[src/lct_pkg.sv]
// lct_pkg: shared types for the LFU cache table.
// Used by lct_cell and lfu_cache_table; no dependencies.
`default_nettype none
package lct_pkg;

  localparam int COUNT_W = 32;

  typedef enum logic [2:0] {
    ST_IDLE,
    ST_LOOK,
    ST_SCAN,
    ST_PICK,
    ST_UPD
  } state_t;

  // per-cycle control broadcast to every cell
  typedef struct packed {
    logic upd;   // shift positions 0..upd_pos, load new entry at the front
    logic clr;   // clear victim candidate
    logic scan;  // advance victim candidate one cell
  } cell_ctl_t;

endpackage
`default_nettype wire

[src/lct_cell.sv]
// lct_cell: one slot of the recency-ordered entry chain plus one stage of the
// victim search chain. Depends on lct_pkg.
`default_nettype none
module lct_cell #(
  parameter int KW    = 32,
  parameter int VW    = 32,
  parameter int POS_W = 4,
  parameter int IDX   = 0
) (
  input  wire                         clk,
  input  wire                         rst_n,
  input  lct_pkg::cell_ctl_t          ctl,
  input  wire [POS_W-1:0]             upd_pos,
  input  wire [KW-1:0]                new_key,
  input  wire [VW-1:0]                new_value,
  input  wire [lct_pkg::COUNT_W-1:0]  new_count,
  input  wire                         prev_valid,
  input  wire [KW-1:0]                prev_key,
  input  wire [VW-1:0]                prev_value,
  input  wire [lct_pkg::COUNT_W-1:0]  prev_count,
  input  wire                         prev_cand_valid,
  input  wire [lct_pkg::COUNT_W-1:0]  prev_cand_count,
  input  wire [POS_W-1:0]             prev_cand_pos,
  input  wire [KW-1:0]                prev_cand_key,
  input  wire [KW-1:0]                look_key,
  output logic                        valid,
  output logic [KW-1:0]               key,
  output logic [VW-1:0]               value,
  output logic [lct_pkg::COUNT_W-1:0] count,
  output logic                        cand_valid,
  output logic [lct_pkg::COUNT_W-1:0] cand_count,
  output logic [POS_W-1:0]            cand_pos,
  output logic [KW-1:0]               cand_key,
  output logic                        match
);

  logic                        valid_r, valid_nxt;
  logic [KW-1:0]               key_r, key_nxt;
  logic [VW-1:0]               value_r, value_nxt;
  logic [lct_pkg::COUNT_W-1:0] count_r, count_nxt;
  logic                        cv_r, cv_nxt;
  logic [lct_pkg::COUNT_W-1:0] cc_r, cc_nxt;
  logic [POS_W-1:0]            cp_r, cp_nxt;
  logic [KW-1:0]               ck_r, ck_nxt;
  logic                        take_own;

  always_comb begin
    valid_nxt = valid_r;
    key_nxt   = key_r;
    value_nxt = value_r;
    count_nxt = count_r;
    if (ctl.upd && (POS_W'(IDX) <= upd_pos)) begin
      if (IDX == 0) begin
        valid_nxt = 1'b1;
        key_nxt   = new_key;
        value_nxt = new_value;
        count_nxt = new_count;
      end else begin
        valid_nxt = prev_valid;
        key_nxt   = prev_key;
        value_nxt = prev_value;
        count_nxt = prev_count;
      end
    end
  end

  // later position is less recent, so it wins a tie
  assign take_own = valid_r && (!prev_cand_valid || (count_r <= prev_cand_count));

  always_comb begin
    cv_nxt = cv_r;
    cc_nxt = cc_r;
    cp_nxt = cp_r;
    ck_nxt = ck_r;
    if (ctl.clr) begin
      cv_nxt = 1'b0;
    end else if (ctl.scan) begin
      if (take_own) begin
        cv_nxt = 1'b1;
        cc_nxt = count_r;
        cp_nxt = POS_W'(IDX);
        ck_nxt = key_r;
      end else begin
        cv_nxt = prev_cand_valid;
        cc_nxt = prev_cand_count;
        cp_nxt = prev_cand_pos;
        ck_nxt = prev_cand_key;
      end
    end
  end

  always_ff @(posedge clk) begin
    if (!rst_n) begin
      valid_r <= 1'b0;
      cv_r    <= 1'b0;
    end else begin
      valid_r <= valid_nxt;
      cv_r    <= cv_nxt;
    end
  end

  always_ff @(posedge clk) begin
    key_r   <= key_nxt;
    value_r <= value_nxt;
    count_r <= count_nxt;
    cc_r    <= cc_nxt;
    cp_r    <= cp_nxt;
    ck_r    <= ck_nxt;
  end

  assign valid      = valid_r;
  assign key        = key_r;
  assign value      = value_r;
  assign count      = count_r;
  assign cand_valid = cv_r;
  assign cand_count = cc_r;
  assign cand_pos   = cp_r;
  assign cand_key   = ck_r;
  assign match      = valid_r && (key_r == look_key);

endmodule
`default_nettype wire

[src/lfu_cache_table.sv]
// lfu_cache_table: LFU key/value cache with LRU tie break, built as a chain
// of lct_cell slots kept in recency order. Depends on lct_pkg, lct_cell.
//
// Input channel in_*: one get or set per transfer; tdata = key, value;
// tuser = action (0 get, 1 set). Output channel out_*: one result per item;
// tdata = read_value, evicted_key; tuser = hit, evicted.
// Config channel cfg_*: capacity write, always ready; write only when idle.
// Flow: an item is taken in idle, then a parallel key match (LOOK), then
// an update state that shifts the chain and loads the output register.
// A hit, a get or a set with free room goes from the match straight to the
// update. A set on a new key with the cache full first runs the victim
// search along the cell chain (SCAN, then PICK) before the update. A new
// item is taken only in idle, so one item is in flight at a time.
// The output register holds a result until taken; the next item is accepted
// meanwhile, and its update stalls only if the previous result is still
// waiting. Reset empties the cache and sets capacity to 16; no clearing pass.
`default_nettype none
module lfu_cache_table #(
  parameter int ENTRIES     = 16,
  parameter int KEY_WIDTH   = 32,
  parameter int VALUE_WIDTH = 32,
  localparam int IN_DW      = ((KEY_WIDTH + VALUE_WIDTH + 7) / 8) * 8,
  localparam int OUT_DW     = ((VALUE_WIDTH + KEY_WIDTH + 7) / 8) * 8
) (
  input  wire               clk,
  input  wire               rst_n,
  input  wire               in_tvalid,
  output logic              in_tready,
  input  wire [IN_DW-1:0]   in_tdata,   // key, value
  input  wire               in_tuser,   // action
  output logic              out_tvalid,
  input  wire               out_tready,
  output logic [OUT_DW-1:0] out_tdata,  // read_value, evicted_key
  output logic [1:0]        out_tuser,  // hit, evicted
  input  wire               cfg_valid,
  output logic              cfg_ready,
  input  wire [4:0]         cfg_data
);

  localparam int KW    = KEY_WIDTH;
  localparam int VW    = VALUE_WIDTH;
  localparam int CW    = lct_pkg::COUNT_W;
  localparam int POS_W = (ENTRIES > 1) ? $clog2(ENTRIES) : 1;
  localparam int OCC_W = $clog2(ENTRIES + 1);

  lct_pkg::state_t    state_r, state_nxt;
  lct_pkg::cell_ctl_t ctl;

  logic [4:0]       cap_r;
  logic [OCC_W-1:0] occ_r;
  logic [POS_W-1:0] scnt_r;
  logic             act_r;
  logic [KW-1:0]    key_r;
  logic [VW-1:0]    val_r;
  logic             hit_r;
  logic [POS_W-1:0] pos_r;
  logic [VW-1:0]    nval_r;
  logic [CW-1:0]    ncnt_r;
  logic             ev_r;
  logic [KW-1:0]    evkey_r;
  logic             ov_r;
  logic [OUT_DW-1:0] od_r;
  logic [1:0]       ou_r;

  logic             c_vld [ENTRIES];
  logic [KW-1:0]    c_key [ENTRIES];
  logic [VW-1:0]    c_val [ENTRIES];
  logic [CW-1:0]    c_cnt [ENTRIES];
  logic             d_vld [ENTRIES];
  logic [CW-1:0]    d_cnt [ENTRIES];
  logic [POS_W-1:0] d_pos [ENTRIES];
  logic [KW-1:0]    d_key [ENTRIES];
  logic [ENTRIES-1:0] m;

  logic             any_hit, need_evict, out_free, take_in;
  logic [POS_W-1:0] hpos;
  logic [VW-1:0]    hval;
  logic [CW-1:0]    hcnt;
  logic [8:0]       cap_eff;

  genvar g;
  generate
    for (g = 0; g < ENTRIES; g++) begin : g_cell
      if (g == 0) begin : g_head
        lct_cell #(.KW(KW), .VW(VW), .POS_W(POS_W), .IDX(g)) u_cell (
          .clk, .rst_n, .ctl, .upd_pos(pos_r),
          .new_key(key_r), .new_value(nval_r), .new_count(ncnt_r),
          .prev_valid(1'b0), .prev_key('0), .prev_value('0), .prev_count('0),
          .prev_cand_valid(1'b0), .prev_cand_count('0), .prev_cand_pos('0),
          .prev_cand_key('0), .look_key(key_r),
          .valid(c_vld[g]), .key(c_key[g]), .value(c_val[g]), .count(c_cnt[g]),
          .cand_valid(d_vld[g]), .cand_count(d_cnt[g]), .cand_pos(d_pos[g]),
          .cand_key(d_key[g]), .match(m[g])
        );
      end else begin : g_body
        lct_cell #(.KW(KW), .VW(VW), .POS_W(POS_W), .IDX(g)) u_cell (
          .clk, .rst_n, .ctl, .upd_pos(pos_r),
          .new_key(key_r), .new_value(nval_r), .new_count(ncnt_r),
          .prev_valid(c_vld[g-1]), .prev_key(c_key[g-1]),
          .prev_value(c_val[g-1]), .prev_count(c_cnt[g-1]),
          .prev_cand_valid(d_vld[g-1]), .prev_cand_count(d_cnt[g-1]),
          .prev_cand_pos(d_pos[g-1]), .prev_cand_key(d_key[g-1]),
          .look_key(key_r),
          .valid(c_vld[g]), .key(c_key[g]), .value(c_val[g]), .count(c_cnt[g]),
          .cand_valid(d_vld[g]), .cand_count(d_cnt[g]), .cand_pos(d_pos[g]),
          .cand_key(d_key[g]), .match(m[g])
        );
      end
    end
  endgenerate

  // at most one cell matches
  always_comb begin
    hpos = '0;
    hval = '0;
    hcnt = '0;
    for (int i = 0; i < ENTRIES; i++) begin
      if (m[i]) begin
        hpos = hpos | POS_W'(i);
        hval = hval | c_val[i];
        hcnt = hcnt | c_cnt[i];
      end
    end
  end

  always_comb begin
    cap_eff = {4'b0000, cap_r};
    if (cap_eff == 9'd0) cap_eff = 9'd1;
    if (cap_eff > 9'(ENTRIES)) cap_eff = 9'(ENTRIES);
  end

  assign any_hit    = |m;
  assign need_evict = !any_hit && act_r && (9'(occ_r) >= cap_eff);
  assign out_free   = !ov_r || out_tready;
  assign take_in    = in_tvalid && in_tready;

  always_comb begin
    state_nxt = state_r;
    unique case (state_r)
      lct_pkg::ST_IDLE: if (take_in) state_nxt = lct_pkg::ST_LOOK;
      lct_pkg::ST_LOOK: state_nxt = need_evict ? lct_pkg::ST_SCAN : lct_pkg::ST_UPD;
      lct_pkg::ST_SCAN: if (scnt_r == POS_W'(ENTRIES - 1)) state_nxt = lct_pkg::ST_PICK;
      lct_pkg::ST_PICK: state_nxt = lct_pkg::ST_UPD;
      lct_pkg::ST_UPD:  if (out_free) state_nxt = lct_pkg::ST_IDLE;
      default:          state_nxt = lct_pkg::ST_IDLE;
    endcase
  end

  always_comb begin
    in_tready = (state_r == lct_pkg::ST_IDLE);
    ctl.clr   = (state_r == lct_pkg::ST_LOOK);
    ctl.scan  = (state_r == lct_pkg::ST_SCAN);
    ctl.upd   = (state_r == lct_pkg::ST_UPD) && out_free && (hit_r || act_r);
  end

  always_ff @(posedge clk) begin
    if (!rst_n) begin
      state_r <= lct_pkg::ST_IDLE;
      cap_r   <= 5'd16;
      occ_r   <= '0;
      scnt_r  <= '0;
      ov_r    <= 1'b0;
    end else begin
      state_r <= state_nxt;
      if (cfg_valid) cap_r <= cfg_data;
      if (state_r == lct_pkg::ST_LOOK) scnt_r <= '0;
      else if (state_r == lct_pkg::ST_SCAN) scnt_r <= scnt_r + 1'b1;
      if (state_r == lct_pkg::ST_UPD && out_free) begin
        ov_r <= 1'b1;
        if (!hit_r && act_r && !ev_r) occ_r <= occ_r + 1'b1;
      end else if (out_tready) begin
        ov_r <= 1'b0;
      end
    end
  end

  always_ff @(posedge clk) begin
    if (take_in) begin
      act_r <= in_tuser;
      key_r <= in_tdata[KW-1:0];
      val_r <= in_tdata[KW+VW-1:KW];
    end
    if (state_r == lct_pkg::ST_LOOK) begin
      hit_r <= any_hit;
      ev_r  <= 1'b0;
      if (any_hit) begin
        pos_r  <= hpos;
        nval_r <= act_r ? val_r : hval;
        ncnt_r <= (hcnt == {CW{1'b1}}) ? hcnt : hcnt + 1'b1;
      end else begin
        pos_r  <= occ_r[POS_W-1:0];
        nval_r <= val_r;
        ncnt_r <= CW'(1);
      end
    end
    if (state_r == lct_pkg::ST_PICK) begin
      ev_r    <= d_vld[ENTRIES-1];
      pos_r   <= d_pos[ENTRIES-1];
      evkey_r <= d_key[ENTRIES-1];
    end
    if (state_r == lct_pkg::ST_UPD && out_free) begin
      od_r <= OUT_DW'({(ev_r ? evkey_r : {KW{1'b0}}),
                       ((hit_r && !act_r) ? nval_r : {VW{1'b0}})});
      ou_r <= {ev_r, hit_r};
    end
  end

  assign cfg_ready  = 1'b1;
  assign out_tvalid = ov_r;
  assign out_tdata  = od_r;
  assign out_tuser  = ou_r;

endmodule
`default_nettype wire

[config.mk]
export PLATFORM = sky130hd
export DESIGN_NAME = lfu_cache_table
export DESIGN_NICKNAME = d
export VERILOG_FILES = /design/src/lct_pkg.sv /design/src/lct_cell.sv /design/src/lfu_cache_table.sv
export SDC_FILE = /design/constraint.sdc
export NUM_CORES = 2
export LEC_CHECK = 0
export BUFFER_PORTS_ARGS = -buffer_cell sky130_fd_sc_hd__buf_2
export CAP_MARGIN = 20
export CORE_MARGIN = 5
export CORE_UTILIZATION = 55
export DETAILED_ROUTE_END_ITERATION = 6
export PLACE_DENSITY = 0.74
export SYNTH_ARGS = -nofsm -noshare
export SYNTH_HDL_FRONTEND = slang
export SYNTH_SLANG_ARGS = --single-unit
[constraint.sdc]
create_clock -name clk -period 34.2 [get_ports clk]
set_input_delay 5.13 -clock clk [delete_from_list [all_inputs] [get_ports clk]]
set_output_delay 5.13 -clock clk [all_outputs]
set_load 0.01 [all_outputs]
After elaboration in Yosys (flattened, before gate mapping)
Cells that the tools add are included.
Word-level totals
  bits in latches: 0
  memories kept: 0
  logic and storage cells: 446
  register bits: 2860
  bits in writable memories: 0
  ROM bits: 0
Cells by class
  div/mod/pow operators: 0
  reductions and logical operators: 101
  $add $sub $neg: 3
  magnitude comparators: 33
  shift operators: 0
  eq/ne operators: 25
  multipliers: 0
  bitwise gates (word level): 32
  multiplexer cells: 109
Operator list (number)
  32-bit two-way mux: 64
  32-bit bitwise OR: 30
  32-bit equality test: 16
  32-bit <= comparator: 15
  1-bit logical AND: 55
  4-bit two-way mux: 11
  32-bit by 1-bit adder with 32-bit output, second input constant: 1
  32-bit equality test, second input constant: 1
  4-bit <= comparator, first input constant: 8
  3-bit two-way mux: 8
  1-bit two-way mux: 21
  1-bit zero test: 20
  1-bit logical OR: 17
  3-bit by 4-bit <= comparator with 1-bit output, first input constant: 4
  16-bit OR reduction: 1
  3-bit one-hot mux with 5 select lines: 1
  5-bit by 9-bit greater-or-equal comparator with 1-bit output: 1
  9-bit by 5-bit > comparator with 1-bit output, second input constant: 1
  9-bit two-way mux: 1
  1-bit by 4-bit <= comparator with 1-bit output, first input constant: 2
  2-bit by 4-bit <= comparator with 1-bit output, first input constant: 2
  3-bit by 2-bit equality test with 1-bit output, second input constant: 2
  5-bit by 1-bit adder with 5-bit output, second input constant: 1
  5-bit zero test: 1
  14 further kinds: 19

Depth between registers and ports, before layout
  depth after elaboration: 35
  mapped depth: 18

Cells and area by module
Synthesis repeated with hierarchy kept, for this count alone.
Second synthesis, totals
  cells, all modules: 7900
  area total of the unflattened synthesis: 127594.9 um^2
By module, submodules not included
  lfu_cache_table: sequential area each 7357.1 um^2, instances 1, area an instance 15243.4 um^2, cells each 1350
  lct_cell (g_cell[10].g_body.u_cell ...): sequential area each 4964.8 um^2, instances 2, area an instance 7018.0 um^2, cells each 409
  lct_cell (g_cell[12].g_body.u_cell ...): sequential area each 4964.8 um^2, instances 2, area an instance 7014.2 um^2, cells each 409
  lct_cell (g_cell[15].g_body.u_cell): sequential area each 4964.8 um^2, instances 1, area an instance 7054.3 um^2, cells each 412
  lct_cell (g_cell[13].g_body.u_cell): sequential area each 4964.8 um^2, instances 1, area an instance 7050.5 um^2, cells each 410
  lct_cell (g_cell[14].g_body.u_cell): sequential area each 4964.8 um^2, instances 1, area an instance 7048.0 um^2, cells each 410
  lct_cell (g_cell[5].g_body.u_cell): sequential area each 4964.8 um^2, instances 1, area an instance 7023.0 um^2, cells each 410
  lct_cell (g_cell[3].g_body.u_cell): sequential area each 4964.8 um^2, instances 1, area an instance 7021.7 um^2, cells each 410
  lct_cell (g_cell[11].g_body.u_cell): sequential area each 4964.8 um^2, instances 1, area an instance 7020.5 um^2, cells each 411
  lct_cell (g_cell[7].g_body.u_cell): sequential area each 4964.8 um^2, instances 1, area an instance 7020.5 um^2, cells each 410
  lct_cell (g_cell[1].g_body.u_cell): sequential area each 4964.8 um^2, instances 1, area an instance 7019.2 um^2, cells each 409
  lct_cell (g_cell[6].g_body.u_cell): sequential area each 4964.8 um^2, instances 1, area an instance 7019.2 um^2, cells each 410
  lct_cell (g_cell[4].g_body.u_cell): sequential area each 4964.8 um^2, instances 1, area an instance 7015.5 um^2, cells each 409
  lct_cell (g_cell[0].g_head.u_cell): sequential area each 4964.8 um^2, instances 1, area an instance 7001.7 um^2, cells each 408
  lct_cell (g_cell[2].g_body.u_cell): sequential area each 4964.8 um^2, instances 1, area an instance 6993.0 um^2, cells each 405

Worst setup path before layout
OpenSTA, ideal clock, no wires.
  path kind: register to register
  start point: register state_r[1]
  end point: register state_r[1]
  setup time: 0.177 ns
  stages on the path, launching flop included: 6
  required time: 34.023 ns
  clock period less this slack: 31.226 ns
  slack: 2.974 ns
  data arrival time: 31.048 ns
  buffers on the path: 2
  path through: dfxtp_1 clkbuf_1 nand2_1 inv_1 clkbuf_1 o21a_1
Between the ends
  cells in the longest elaborated chain, start to end: 4
  elaborated cells on any way between the ends: 11
  those cells by class: eq/ne: 7; mux: 1; reduce/logical: 3
RTL lines
  start: declaration: line lfu_cache_table.sv:46  | lct_pkg::state_t state_r, state_nxt;
  start signal: assignment: line lfu_cache_table.sv:158  | state_r <= lct_pkg::ST_IDLE;
  start signal: assignment: line lfu_cache_table.sv:164  | state_r <= state_nxt;
  3-bit zero test: line lfu_cache_table.sv:139, lfu_cache_table.sv:150
  1-bit logical AND: line lfu_cache_table.sv:135  | assign take_in = in_tvalid && in_tready;
  2-bit by 1-bit inequality test with 1-bit output (no line)
  3-bit AND reduction (no line)
Several ways; a longest one is shown, not always the timed one.
A chain may end at the register's enable or synchronous reset.

Worst setup path after layout
  start point: input out_tready
  end point: register g_cell[15].g_body.u_cell.key_r[12] (enable)
Between the ends
  cells in the longest elaborated chain, start to end: 4
RTL lines
  start: declaration: line lfu_cache_table.sv:32  | input wire out_tready,
  1-bit logical OR: line lfu_cache_table.sv:134  | assign out_free = !ov_r || out_tready;
  1-bit logical AND (2 in series): line lfu_cache_table.sv:153  | ctl.upd = (state_r == lct_pkg::ST_UPD) && out_free && (hit_r || act_r);
  1-bit logical AND: line lct_cell.sv:52  | if (ctl.upd && (POS_W'(IDX) <= upd_pos)) begin
  end signal: assignment: line lct_cell.sv:103  | key_r <= key_nxt;
  end: declaration: line lct_cell.sv:38  | logic [KW-1:0] key_r, key_nxt;
Every way passes these cells.

==> impl_metrics.tcl <==
set metrics [dict create \
    ir_drop_v 0.0000477 \
    synth_seq_cells 2860 \
    max_freq_mhz 117 \
    cpPeakStageDelay_ns 0.95 \
    maxSlewViolCount 0 \
    syn_nets 8212 \
    setup_viol 0 \
    clk_pin_slew_ns 0.07 \
    status "complete, no violations" \
    critPathKind "primary input to flop" \
    io_buffer_count 142 \
    vias 70679 \
    worst_pin_slew_ns 1.19 \
    grt_pass1_wl_mm 483 \
    cts_setup_buffers 0 \
    synthFlopType "edfxtp_1" \
    hold_buffers 0 \
    netlist_instances 7649 \
    hold_viol 0 \
    coreArea_mm2 0.224 \
    yosysUniqueCellTypes 72 \
    die_w_um 485 \
    die_h_um 485 \
    holdWs_ns 0.390 \
    hold_start "g_cell[10].g_body.u_cell.value[5]" \
    drtPass1Iterations 7 \
    grt_pass1_vias 71071 \
    cts_tree "done" \
    synth_edf_count 2810 \
    rsz0062_at_grt "no" \
    hold_path_class "flop to flop" \
    power.density_mw_per_mm2 52.3 \
    fp-row-count 174 \
    end_kind "flop" \
    min_to "g_cell[11].g_body.u_cell.value[5]" \
    grt_usage 0.279 \
    r2r_setup_slack_ns 27.44 \
    root_buffer "clkbuf_16" \
    nets 8478 \
    grt_max_degree 165 \
    grt_overflow 0 \
    ant_nets 0 \
    via_per_inst 6.35 \
    ctsLongestPathBuffers 4 \
    maxCapViolations 0 \
    syn_area_mm2 0.124 \
    arrival_ns 9.06 \
    worst-path-buf-inv 3 \
    drtIter0Drc 9576 \
    mostFrequentLayoutCell "edfxtp_1" \
    synth_area_per_cell_um2 16.2 \
    reg2regPathDepth 15 \
    antenna_found_initial 12 \
    maxSlewHeadroom 0.196 \
    async_reset_ff_frac 0 \
    period_share 0.250 \
    start_kind "primary input" \
    areaGrowthSynthToFinish_pct 11.0 \
    post-route-min-period_ns 8.54 \
    wire_per_inst_um 30.1 \
    gp_congestion 0.937 \
    crit_top_cell "and3_4" \
    critPathSlowestCell "and3_4" \
    crit_fanout 56 \
    drive_gt1_frac 0.212 \
    fin_skew_ns 0.0900 \
    fin_total_pwr_mw 7.20 \
    initial_core_util 0.552 \
    drc 0 \
    setup_tns_ns 0 \
    die-area_mm2 0.235 \
    yosys_warnings 0 \
    critPathTopFamily "simple AND/OR/NAND/NOR gates" \
    final_cells 11137 \
    ctsResizeCount 0 \
    htreeDepth 5 \
    crit_required_ns 34.72 \
    crit_chain "buf_2 -> nor2b_1 -> nor2b_4 -> o21ai_2 -> inv_6 -> and3_4 -> and3_4 -> buf_4" \
    yosysSeqAreaShare 0.689 \
    post-dp-hpwl_mm 229 \
    numCtsBuffers 307 \
    ioPinCount 144 \
    p_leak_nw 48.5 \
    holdPathStages 0 \
    wl_mm 335 \
    r2r-start "key_r[15]" \
    clkLatencyLatePin_ns 0.93 \
    cts_sinks 2860 \
    dpl.cell_count 10596 \
    final_cell_mix "edfxtp_1, mux2_2, inv_1, ha_1, clkbuf_16" \
    reg2reg_to "ncnt_r[13]" \
]
-- cells by family after synthesis --
family	Yosys count	synth area share
xor+xnor	486	0.0344
flops	2860	0.689
mux	978	0.0887
other cells	1	0.0000303
buf+inv	841	0.0287
compound gates	1037	0.0642
simple gates	958	0.0457
fa+ha+maj	488	0.0493
-- registers in the layout, summed over array words and instances, names as in the netlist, 49 cells and up --
signal                           cells
g_cell.g_body.u_cell.cand_key      480
g_cell.g_body.u_cell.count         480
g_cell.g_body.u_cell.key           480
g_cell.g_body.u_cell.value         480
g_cell.g_body.u_cell.cand_count    448
out_tdata                           64
g_cell.g_body.u_cell.cand_pos       49
-- worst reg2reg max path: cells and delay by family (launching register included) --
family          cells  cell delay (ns)
buf+inv             4             1.92
simple gates        6             2.58
flops               1             0.32
xor+xnor            1             0.21
compound gates      4             1.46
-- cell type report --
cell class | instances | area, um^2
antenna | 6 | 15.0
sequential | 2860 | 85400
inverter | 533 | 2020
timing repair buffer | 265 | 1690
clock buffer | 382 | 8170
fill | 15783 | 86900
tap | 2992 | 3740
clock inverter | 151 | 1200
multi-input combinational | 3948 | 35400
-- routing by layer --
metal,part of all wire,global-route usage,up-vias,routed length [um]
met3,0.12,0.0692,870,40200
met1,0.40,0.399,35227,132000
met5,0.000081,0,-,27
li1,-,-,30137,-
met2,0.44,0.418,4441,148000
met4,0.044,0.106,4,14600
-- metrics by stage --
step / util / setup slack [ns] / area (um^2)
global placement: 0.571 / 24.83 / 128000
floorplan: - / 2.97 / 124000
detailed placement: 0.571 / 24.76 / 128000
CTS: 0.613 / 25.73 / 138000
global route: 0.613 / 25.59 / 138000
finish: 0.613 / 25.66 / 138000
-- Yosys cell counts, types with 84 or more instances --
cell type  count  area share
a221oi_1     254       0.018
a21oi_1      124      0.0050
a21o_1       141      0.0085
mux2_2       959       0.087
o21ai_0       84      0.0034
edfxtp_1    2810        0.68
nor2b_1       91      0.0046
ha_1         488       0.049
clkbuf_1     146      0.0044
and2_1       151      0.0076
xnor2_1      295       0.021
o21a_1        96      0.0058
xor2_1       191       0.013
nand4_1      258       0.013
inv_1        529       0.016
a22o_1       256       0.018
-- worst max path at each step --
stage                     cells past startpoint                                to  slack (ns)       start
after floorplan                               5                        state_r[1]        2.97  state_r[1]
after global placement                        8  g_cell[15].g_body.u_cell.key[14]       24.83  out_tready
after detailed placement                      8   g_cell[15].g_body.u_cell.key[7]       24.76  out_tready
after CTS                                     8  g_cell[15].g_body.u_cell.key[12]       25.73  out_tready
after global routing                          8  g_cell[15].g_body.u_cell.key[12]       25.59  out_tready
final                                         8  g_cell[15].g_body.u_cell.key[12]       25.66  out_tready
-- power by group --
| part | switching, mW | internal (mW) | total [mW] |
|---|---|---|---|
| registers | 0.0263 | 3.85 | 3.87 |
| logic | 0.107 | 0.0515 | 0.159 |
| clock network | 1.33 | 1.83 | 3.16 |
| total | 1.47 | 5.73 | 7.20 |
(Power assumes the default switching activity.)
